[config.mk]
export PLATFORM = sky130hd
export DESIGN_NAME = sorted_score_table_unit_flat
export DESIGN_NICKNAME = d
export VERILOG_FILES = /design/src/sst_pkg.sv /design/src/sst_in_if.sv /design/src/sst_out_if.sv /design/src/sorted_score_table_unit.sv /design/src/sst_front.sv /design/src/sst_fifo.sv /design/src/sst_back.sv /design/src/flat_wrapper.sv
export SDC_FILE = /design/constraint.sdc
export NUM_CORES = 2
export LEC_CHECK = 0
export BUFFER_PORTS_ARGS = -buffer_cell sky130_fd_sc_hd__buf_4
export CAP_MARGIN = 20
export CORE_MARGIN = 2
export CORE_UTILIZATION = 45
export CTS_CLUSTER_DIAMETER = 200
export DETAILED_ROUTE_END_ITERATION = 8
export PLACE_DENSITY = 0.6
export SLEW_MARGIN = 20
export SYNTH_ARGS = -nofsm -noshare
export SYNTH_HDL_FRONTEND = slang
export SYNTH_HIERARCHICAL = 1
export SYNTH_SLANG_ARGS = --single-unit
[constraint.sdc]
create_clock -name clk -period 12.2 [get_ports clk]
set_input_delay 2.44 -clock clk [delete_from_list [all_inputs] [get_ports clk]]
set_output_delay 2.44 -clock clk [all_outputs]
set_load 0.03 [all_outputs]
[src/sst_pkg.sv]
package sst_pkg;

  localparam int TAG_W   = 4;
  localparam int ID_W    = 27;
  localparam int SCORE_W = 8;

  typedef enum logic [1:0] {
    OP_INSERT = 2'd0,
    OP_DELETE = 2'd1,
    OP_CHANGE = 2'd2,
    OP_LIST   = 2'd3
  } op_t;

  typedef enum logic [2:0] {
    ST_DONE     = 3'd0,
    ST_FULL     = 3'd1,
    ST_NOTFOUND = 3'd2,
    ST_LISTED   = 3'd3,
    ST_EMPTY    = 3'd4
  } status_t;

  typedef enum logic [1:0] {
    S_IDLE,
    S_CHG_INS,
    S_LIST
  } back_state_t;

  typedef struct packed {
    logic [TAG_W-1:0]   tag;
    logic [ID_W-1:0]    id;
    logic [SCORE_W-1:0] score;
  } entry_t;

  // One decoded command as it travels from the front end to the table
  typedef struct packed {
    op_t                op;
    logic [TAG_W-1:0]   tag;
    logic [ID_W-1:0]    id;
    logic [SCORE_W-1:0] score;
  } cmd_t;

  // One result as it leaves the table engine
  typedef struct packed {
    status_t            status;
    logic [TAG_W-1:0]   tag;
    logic [ID_W-1:0]    id;
    logic [SCORE_W-1:0] score;
    logic               last;
  } rsp_t;

endpackage

[src/sst_in_if.sv]
interface sst_in_if import sst_pkg::*; ();
  logic               valid;
  logic               ready;
  logic [1:0]         operation;
  logic [TAG_W-1:0]   tag;
  logic [ID_W-1:0]    student_id;
  logic [SCORE_W-1:0] score;

  modport source (output valid, operation, tag, student_id, score, input ready);
  modport sink   (input valid, operation, tag, student_id, score, output ready);
endinterface

[src/sst_out_if.sv]
interface sst_out_if import sst_pkg::*; ();
  logic               valid;
  logic               ready;
  logic [2:0]         status;
  logic [TAG_W-1:0]   out_tag;
  logic [ID_W-1:0]    out_id;
  logic [SCORE_W-1:0] out_score;
  logic               last;

  modport source (output valid, status, out_tag, out_id, out_score, last, input ready);
  modport sink   (input valid, status, out_tag, out_id, out_score, last, output ready);
endinterface

[src/sorted_score_table_unit.sv]
// Path: front hold register, two-entry command queue, table engine, output register.
// Throughput, set by the single table engine while the output is free: one insert or
// delete per cycle; a change deletes, then re-inserts from a second state; a list emits
// one entry per cycle, or an empty result when none match.
// Reset (rst, synchronous): table empties, queue and output valid flag are cleared.
module sorted_score_table_unit import sst_pkg::*; #(
  parameter int DEPTH = 16
) (
  input  logic     clk,
  input  logic     rst,
  sst_in_if.sink   req,
  sst_out_if.source rsp
);

  logic cmd_valid;
  cmd_t cmd;
  logic q_space;
  logic q_avail;
  cmd_t q_data;
  logic q_pop;
  logic out_valid;
  rsp_t out_rsp;

  sst_front u_front (
    .clk       (clk),
    .rst       (rst),
    .req       (req),
    .cmd_valid (cmd_valid),
    .cmd       (cmd),
    .cmd_ready (q_space)
  );

  sst_fifo u_fifo (
    .clk       (clk),
    .rst       (rst),
    .push      (cmd_valid),
    .push_data (cmd),
    .space     (q_space),
    .avail     (q_avail),
    .pop_data  (q_data),
    .pop       (q_pop)
  );

  sst_back #(.DEPTH(DEPTH)) u_back (
    .clk       (clk),
    .rst       (rst),
    .cmd_valid (q_avail),
    .cmd       (q_data),
    .cmd_pop   (q_pop),
    .out_valid (out_valid),
    .out_rsp   (out_rsp),
    .out_ready (rsp.ready)
  );

  assign rsp.valid     = out_valid;
  assign rsp.status    = out_rsp.status;
  assign rsp.out_tag   = out_rsp.tag;
  assign rsp.out_id    = out_rsp.id;
  assign rsp.out_score = out_rsp.score;
  assign rsp.last      = out_rsp.last;

  // Only list entries can be followed by more results of the same command
  a_single_last: assert property (@(posedge clk) disable iff (rst)
    rsp.valid && (rsp.status != ST_LISTED) |-> rsp.last)
    else $error("non-list result without last");

  // Non-list results carry an empty payload
  a_zero_payload: assert property (@(posedge clk) disable iff (rst)
    rsp.valid && (rsp.status != ST_LISTED) |->
      (rsp.out_tag == '0) && (rsp.out_id == '0) && (rsp.out_score == '0))
    else $error("non-list result with payload");

  // The engine never pops an empty queue
  a_pop_avail: assert property (@(posedge clk) disable iff (rst)
    q_pop |-> q_avail)
    else $error("pop from empty command queue");

endmodule

[src/sst_front.sv]
module sst_front import sst_pkg::*; (
  input  logic        clk,
  input  logic        rst,
  sst_in_if.sink      req,
  output logic        cmd_valid,
  output cmd_t        cmd,
  input  logic        cmd_ready
);

  logic hold_valid;
  cmd_t hold;
  cmd_t decoded;

  // Decode the incoming transaction into a command
  always_comb begin
    decoded.op    = op_t'(req.operation);
    decoded.tag   = req.tag;
    decoded.id    = req.student_id;
    decoded.score = req.score;
  end

  assign req.ready = !hold_valid || cmd_ready;

  always_ff @(posedge clk) begin
    if (rst) begin
      hold_valid <= 1'b0;
    end else if (req.ready) begin
      hold_valid <= req.valid;
    end
  end

  always_ff @(posedge clk) begin
    if (req.valid && req.ready) begin
      hold <= decoded;
    end
  end

  assign cmd_valid = hold_valid;
  assign cmd       = hold;

endmodule

[src/sst_fifo.sv]
module sst_fifo import sst_pkg::*; (
  input  logic clk,
  input  logic rst,
  input  logic push,
  input  cmd_t push_data,
  output logic space,
  output logic avail,
  output cmd_t pop_data,
  input  logic pop
);

  // Two-entry command queue
  logic       wr_ptr;
  logic       rd_ptr;
  logic [1:0] count;
  cmd_t       mem [2];

  assign space    = (count != 2'd2);
  assign avail    = (count != 2'd0);
  assign pop_data = mem[rd_ptr];

  always_ff @(posedge clk) begin
    if (rst) begin
      wr_ptr <= 1'b0;
      rd_ptr <= 1'b0;
      count  <= 2'd0;
    end else begin
      if (push && space) begin
        wr_ptr <= !wr_ptr;
      end
      if (pop && avail) begin
        rd_ptr <= !rd_ptr;
      end
      count <= count + 2'(push && space) - 2'(pop && avail);
    end
  end

  always_ff @(posedge clk) begin
    if (push && space) begin
      mem[wr_ptr] <= push_data;
    end
  end

endmodule

[src/sst_back.sv]
module sst_back import sst_pkg::*; #(
  parameter int DEPTH = 16
) (
  input  logic clk,
  input  logic rst,
  input  logic cmd_valid,
  input  cmd_t cmd,
  output logic cmd_pop,
  output logic out_valid,
  output rsp_t out_rsp,
  input  logic out_ready
);

  localparam int IDX_W = $clog2(DEPTH);

  back_state_t state, state_next;

  // Table cells: valid entries always form a prefix of the slots
  logic [DEPTH-1:0] valid, valid_next;
  entry_t           ent [DEPTH];
  entry_t           ent_next [DEPTH];

  // Saved operands
  entry_t             chg;
  logic [SCORE_W-1:0] thr;
  logic [IDX_W-1:0]   idx;

  logic out_free;
  logic do_ins, do_del, emit;
  logic start_chg, start_list;
  rsp_t rsp_d;

  entry_t           ins_ent;
  logic [DEPTH-1:0] gt, hit, first_hit, del_mask, lst_match, lst_after;
  logic             found, full, list_nonempty;
  logic [ID_W-1:0]  hit_id;

  assign out_free = !out_valid || out_ready;
  assign full     = valid[DEPTH-1];

  // Operand for an insert: new item, or the entry being moved
  always_comb begin
    if (state == S_CHG_INS) begin
      ins_ent = chg;
    end else begin
      ins_ent.tag   = cmd.tag;
      ins_ent.id    = cmd.id;
      ins_ent.score = cmd.score;
    end
  end

  // Per-cell compares
  always_comb begin
    for (int i = 0; i < DEPTH; i++) begin
      gt[i] = valid[i] && ((ent[i].score > ins_ent.score) ||
              ((ent[i].score == ins_ent.score) && (ent[i].id <= ins_ent.id)));
      hit[i]       = valid[i] && (ent[i].tag == cmd.tag);
      lst_match[i] = valid[i] && (ent[i].score > thr);
    end
  end

  // First tag match and the slots from it upward
  assign found     = |hit;
  assign first_hit = hit & (~hit + DEPTH'(1));
  assign del_mask  = found ? ~(first_hit - DEPTH'(1)) : '0;
  assign lst_after = lst_match >> 1;
  assign list_nonempty = valid[0] && (ent[0].score > cmd.score);

  always_comb begin
    hit_id = '0;
    for (int i = 0; i < DEPTH; i++) begin
      if (first_hit[i]) begin
        hit_id = hit_id | ent[i].id;
      end
    end
  end

  // Next state
  always_comb begin
    state_next = state;
    case (state)
      S_IDLE: begin
        if (cmd_valid && out_free) begin
          if (cmd.op == OP_CHANGE && found) begin
            state_next = S_CHG_INS;
          end else if (cmd.op == OP_LIST && list_nonempty) begin
            state_next = S_LIST;
          end
        end
      end
      S_CHG_INS: begin
        if (out_free) begin
          state_next = S_IDLE;
        end
      end
      S_LIST: begin
        if (out_free && (idx == IDX_W'(DEPTH - 1) || !lst_after[idx])) begin
          state_next = S_IDLE;
        end
      end
      default: state_next = S_IDLE;
    endcase
  end

  // Control and result
  always_comb begin
    cmd_pop    = 1'b0;
    do_ins     = 1'b0;
    do_del     = 1'b0;
    emit       = 1'b0;
    start_chg  = 1'b0;
    start_list = 1'b0;
    rsp_d      = '0;
    rsp_d.last = 1'b1;
    case (state)
      S_IDLE: begin
        if (cmd_valid && out_free) begin
          cmd_pop = 1'b1;
          case (cmd.op)
            OP_INSERT: begin
              emit = 1'b1;
              if (full) begin
                rsp_d.status = ST_FULL;
              end else begin
                do_ins       = 1'b1;
                rsp_d.status = ST_DONE;
              end
            end
            OP_DELETE: begin
              emit = 1'b1;
              if (found) begin
                do_del       = 1'b1;
                rsp_d.status = ST_DONE;
              end else begin
                rsp_d.status = ST_NOTFOUND;
              end
            end
            OP_CHANGE: begin
              if (found) begin
                do_del    = 1'b1;
                start_chg = 1'b1;
              end else begin
                emit         = 1'b1;
                rsp_d.status = ST_NOTFOUND;
              end
            end
            OP_LIST: begin
              if (list_nonempty) begin
                start_list = 1'b1;
              end else begin
                emit         = 1'b1;
                rsp_d.status = ST_EMPTY;
              end
            end
            default: ;
          endcase
        end
      end
      S_CHG_INS: begin
        if (out_free) begin
          do_ins       = 1'b1;
          emit         = 1'b1;
          rsp_d.status = ST_DONE;
        end
      end
      S_LIST: begin
        if (out_free) begin
          emit         = 1'b1;
          rsp_d.status = ST_LISTED;
          rsp_d.tag    = ent[idx].tag;
          rsp_d.id     = ent[idx].id;
          rsp_d.score  = ent[idx].score;
          rsp_d.last   = (idx == IDX_W'(DEPTH - 1)) || !lst_after[idx];
        end
      end
      default: ;
    endcase
  end

  // Shift network: open a slot for insert, close the gap for delete
  always_comb begin
    valid_next = valid;
    for (int i = 0; i < DEPTH; i++) begin
      ent_next[i] = ent[i];
    end
    if (do_ins) begin
      valid_next = {valid[DEPTH-2:0], 1'b1};
      if (!gt[0]) begin
        ent_next[0] = ins_ent;
      end
      for (int i = 1; i < DEPTH; i++) begin
        if (!gt[i]) begin
          ent_next[i] = gt[i-1] ? ins_ent : ent[i-1];
        end
      end
    end else if (do_del) begin
      valid_next = valid >> 1;
      for (int i = 0; i < DEPTH - 1; i++) begin
        if (del_mask[i]) begin
          ent_next[i] = ent[i+1];
        end
      end
      if (del_mask[DEPTH-1]) begin
        ent_next[DEPTH-1] = '0;
      end
    end
  end

  always_ff @(posedge clk) begin
    if (rst) begin
      state     <= S_IDLE;
      valid     <= '0;
      out_valid <= 1'b0;
    end else begin
      state <= state_next;
      valid <= valid_next;
      if (out_free) begin
        out_valid <= emit;
      end
    end
  end

  always_ff @(posedge clk) begin
    for (int i = 0; i < DEPTH; i++) begin
      ent[i] <= ent_next[i];
    end
    if (emit) begin
      out_rsp <= rsp_d;
    end
    if (start_chg) begin
      chg.tag   <= cmd.tag;
      chg.id    <= hit_id;
      chg.score <= cmd.score;
    end
    if (start_list) begin
      thr <= cmd.score;
      idx <= '0;
    end else if (state == S_LIST && out_free) begin
      idx <= idx + IDX_W'(1);
    end
  end

endmodule
[src/flat_wrapper.sv]
// flat-port wrapper written by rule: the top's interface ports become plain ports
module sorted_score_table_unit_flat import sst_pkg::*;
#(
  parameter int DEPTH = 16
)
  (clk, rst, req_valid, req_operation, req_tag, req_student_id, req_score, req_ready, rsp_valid, rsp_status, rsp_out_tag, rsp_out_id, rsp_out_score, rsp_last, rsp_ready);
  sst_in_if req_i ();
  sst_out_if rsp_i ();
  input  logic clk;
  input  logic rst;
  input wire logic [$bits(req_i.valid)-1:0] req_valid;
  input wire logic [$bits(req_i.operation)-1:0] req_operation;
  input wire logic [$bits(req_i.tag)-1:0] req_tag;
  input wire logic [$bits(req_i.student_id)-1:0] req_student_id;
  input wire logic [$bits(req_i.score)-1:0] req_score;
  output wire logic [$bits(req_i.ready)-1:0] req_ready;
  output wire logic [$bits(rsp_i.valid)-1:0] rsp_valid;
  output wire logic [$bits(rsp_i.status)-1:0] rsp_status;
  output wire logic [$bits(rsp_i.out_tag)-1:0] rsp_out_tag;
  output wire logic [$bits(rsp_i.out_id)-1:0] rsp_out_id;
  output wire logic [$bits(rsp_i.out_score)-1:0] rsp_out_score;
  output wire logic [$bits(rsp_i.last)-1:0] rsp_last;
  input wire logic [$bits(rsp_i.ready)-1:0] rsp_ready;
  assign req_i.valid = req_valid;
  assign req_i.operation = req_operation;
  assign req_i.tag = req_tag;
  assign req_i.student_id = req_student_id;
  assign req_i.score = req_score;
  assign req_ready = req_i.ready;
  assign rsp_valid = rsp_i.valid;
  assign rsp_status = rsp_i.status;
  assign rsp_out_tag = rsp_i.out_tag;
  assign rsp_out_id = rsp_i.out_id;
  assign rsp_out_score = rsp_i.out_score;
  assign rsp_last = rsp_i.last;
  assign rsp_i.ready = rsp_ready;
  sorted_score_table_unit #(.DEPTH(DEPTH)) u_core (.clk(clk), .rst(rst), .req(req_i), .rsp(rsp_i));
endmodule
==> summary.md <==
| Metric | Value |
|---|---|
| CP cell instances | buf_4 > mux2_1 > xor2_1 > nor4_4 > buf_4 > nor3_1 > and4_4 > nand4_2 > and2b_1 > buf_4 > nand2_1 > o21ai_4 > buf_4 |
| Fmax achieved | 139 MHz |
| DIE AREA | ~140000 sq um |
| Share of the synthesized area in the top cell type | 40.4% |
| Power, Total | 8.28 mW |
| Share of layout cells above drive strength 1 | 12.2% |
| Post_cts resized | 0 |
| Pin count of the biggest net entering global routing | 176 |
| # hold bufs at CTS | 0 |
| Sink Count | 870 |
| Total global-route track usage | 38.8% |
| CTS Buffer Depth | 3 |
| H-tree Lvls | 3 |
| Max VDD drop | ~110 uV |
| Clock share of power | 39.6% |
| Critical path class | flip-flop to flip-flop |
| Hold Path Class | flip-flop to flip-flop |
| Starting Density | between 40 and 50% |
| Max_slew headroom | 15.0% |
| Buffers on Ports | 89 |
| Slowest stage cell, crit path | o21ai_4 |
| Tcrit/Tclk final | between 50% and 60% |
| Number of post-CTS setup repair buffers | 0 |
| Routed WL | ~280000 um |
| DP HPWL | ~190000 um |
| Fill cells | 12300 |
| Die Width | between 300 and 400 um |
| Top FF cell, synth | edfxtp_1 |
| Combinational Power Share | about 17% |
| Overflow after GRT | 0 |
| DR vias | 54000 |
| Final Hold Fails | 0 |
| Final setup fails | 0 |
| Synth unique cells | 86 |
| Setup ws final | approximately 5 ns |
| Cells after synthesis | ~5600 |
| Minimum clock period | 7.17 ns |
| Post-Syn Nets | around 6400 |
| CP Capture Type | flip-flop |
| Avg Vias per Cell | between 7 and 8 |
| P_sw | ~2.5 mW |
| DRC Markers | 7 |
| Area grow syn2layout | 9.69% |
| Failing checks | design-rule violations |
| Root Driver | clkbuf_16 |
| Die Ht | approximately 380 um |
| Vias in the first global route | between 50000 and 60000 |
| Slew Viols, Final | 0 |
| Kind of cell adding the most delay to the critical path | buffers and inverters |
| Worst-Margin Slew | 1.28 ns |
| Buffers and inverters on the worst path | 4 |
| Clock buffer count from CTS | around 110 |
| Fin util | approximately 50% |
| Synthesized area | 62200 sq um |
| Startpoint types | flip-flop |
| Initial antenna violation count | 10 |
| R2r setup slk | 5.03 ns |
| Critical Path RT | between 10 and 15 ns |
| Asr flop ratio synth | 0% |
| Reg power frac | a little over two fifths |
| Critical path arrival | between 7 and 8 ns |
| EDFF count, synth | ~840 |
| Post-synthesis register bit count | 870 |
| Drt pass-1 iters | 9 |
| Fin Clk Skew | between 0.03 and 0.04 ns |
| DRT iter0 DRCs | approximately 9000 |
| Crit path max fanout | 31 |
| Row cnt | ~140 |
| Setup WS pre-CTS | between 5 and 6 ns |
| First-pass GRT wire length | roughly 390000 um |
| Clk_lat worst skew | between 0.7 and 0.8 ns |
| Switching portion of total power | 29.7% |
| IO Pins | 90 |
| DR WL/cell | about 38 um |
| # Max-Cap Violations | 0 |
| Pwr/cell area | 121 nW/um^2 |
| Clk slew on worst S/H paths | approximately 0.060 ns |
| Ys Warns | 6 |
| Placer Congestion | roughly 1.0 |
| NumNets Final | roughly 6300 |
| CTS tree | done |
| CP max stage delay | about 1.0 ns |
| Core box area | about 140000 sq um |
| Ranking of synthesized cells by area | edfxtp_1, ha_1, mux4_2 |
| RSZ-0062 raised after global routing | false |
| Synth area leader | edfxtp_1 |
| Syn avg cell area | 11.0 sq um |
| DRT antenna net count | 0 |
| Pleak | 25.0 nW |
| P_int | 5.82 mW |
| Status | complete, but fails checks |
| Cell mode on critical path | buf_4 |
| TNS Setup | 0 ns |
| Sequential element share of the synthesized area | 41.5% |
[metrics by stage]
step | hold WS (ns) | instance area, sq um | cells
floorplan | 0.421 | 62200 | 5633
global placement | 0.426 | 64600 | 7226
detailed placement | 0.430 | 64600 | 7227
CTS | 0.424 | 68100 | 7419
global route | 0.428 | 68200 | 7420
finish | 0.427 | 68200 | 7428
[synth_stat cells, types with 17 or more instances]
cell / count
a211oi_1: 58
a21o_1: 182
a21oi_1: 154
a221o_1: 197
a221oi_2: 20
a222oi_1: 27
a22oi_1: 108
a31oi_1: 22
and2_1: 45
and3_1: 50
buf_1: 49
buf_2: 41
clkbuf_1: 290
dfxtp_1: 33
edfxtp_1: 837
ha_1: 698
inv_1: 104
mux2_1: 40
mux2_2: 33
mux2i_1: 59
mux4_2: 196
nand2_1: 588
nand2b_1: 21
nand3_1: 367
nand4_1: 169
nor2_1: 325
nor2b_1: 61
nor3_1: 23
o211ai_1: 318
o21a_1: 44
o21ai_0: 152
o21bai_1: 19
o221ai_1: 54
xnor2_1: 17
xor2_1: 51
[logic make-up (layout without fill, tap and decap cells)]
group                      after synthesis  in the layout  share of synthesized area [%]
and+or+nand+nor                       1707           1707                           13.0
AOI/OAI and AO/OA                     1458           1458                           17.8
DFF                                    870            870                           41.5
adders and majority gates              698            698                           14.1
buffers and inverters                  504            497                           3.32
muxes                                  328            328                           9.37
xor gates and xnor gates                68             68                          0.958
other                                    0              8                              0
[final cells by class]
class / instances / area, sq um / share of cell area (%)
Tap cell: 1794 / 2240 / 3.29
Inverter: 104 / 390 / 0.573
Clock buffer: 123 / 2770 / 4.06
Sequential cell: 870 / 25800 / 37.9
Clock inverter: 69 / 712 / 1.04
Multi-Input combinational cell: 4259 / 34700 / 50.8
Timing Repair Buffer: 201 / 1570 / 2.30
Antenna cell: 8 / 20.0 / 0.0294
[path summary, 6_finish.rpt]
path | startpoint | end | cells past startpoint
worst max-delay path | flip-flop | u_core/u_back/ent[11][8] | 13
worst min-delay path | u_core/u_front/cmd[5] | u_core/u_fifo/mem[1][5] | 0
worst max register to register | flip-flop | u_core/u_back/ent[11][8] | 13
worst min register to register | u_core/u_front/cmd[5] | u_core/u_fifo/mem[1][5] | 0
[worst register-to-register path: cells and delay by family (launching register included)]
family / cells / cell delay [ns]
DFF: 1 / 0.32
AOI/OAI and AO/OA: 1 / 1.03
and+or+nand+nor: 6 / 2.04
buffers and inverters: 4 / 2.14
muxes: 1 / 1.00
xor gates and xnor gates: 1 / 0.24
[power by group through the flow]
stage          clock network (mW)  logic (mW)  registers [mW]
2_1_floorplan                   0       0.898            3.57
3_3_place_gp                    0        1.36            3.64
3_5_place_dp                    0        1.38            3.64
4_1_cts                      3.29        1.38            3.57
5_1_grt                      3.40        1.50            3.59
6_report                     3.28        1.42            3.58
[state kept, by name, indices dropped and copies added (netlist names), named ones only]
name and cells:
u_core/u_back/chg 39, u_core/u_front/cmd_valid 1, u_core/u_front/cmd 41, u_core/u_back/state 2, u_core/u_fifo/wr_ptr 1, u_core/u_back/valid 16
u_core/u_back/out_valid 1, u_core/u_fifo/count 2, u_core/u_back/out_rsp 43, u_core/u_fifo/rd_ptr 1, u_core/u_fifo/mem 82, u_core/u_back/thr 8
u_core/u_back/ent 624, u_core/u_back/idx 4
[metal layers]
metal  part of all wire [%]  vias up  global-route usage [%]
met5                  0.041        -                   0.240
li1                       -    22400                       -
met3                     13      904                    10.1
met1                     38    26400                    51.5
met4                    8.3       10                    26.2
met2                     41     4344                    55.5
[cells in the final DEF, fill, tap and decap left out, drive strengths merged, types with 123 or more instances in the layout]
master and n:
nor2 325, nand2 588, nand4 170, edfxtp 837, o211ai 318, clkbuf 123, a21oi 155, o21ai 154
mux4 196, ha 698, buf 201, nand3 368, a221o 197, a21o 182
(Power assumes the default switching activity.)
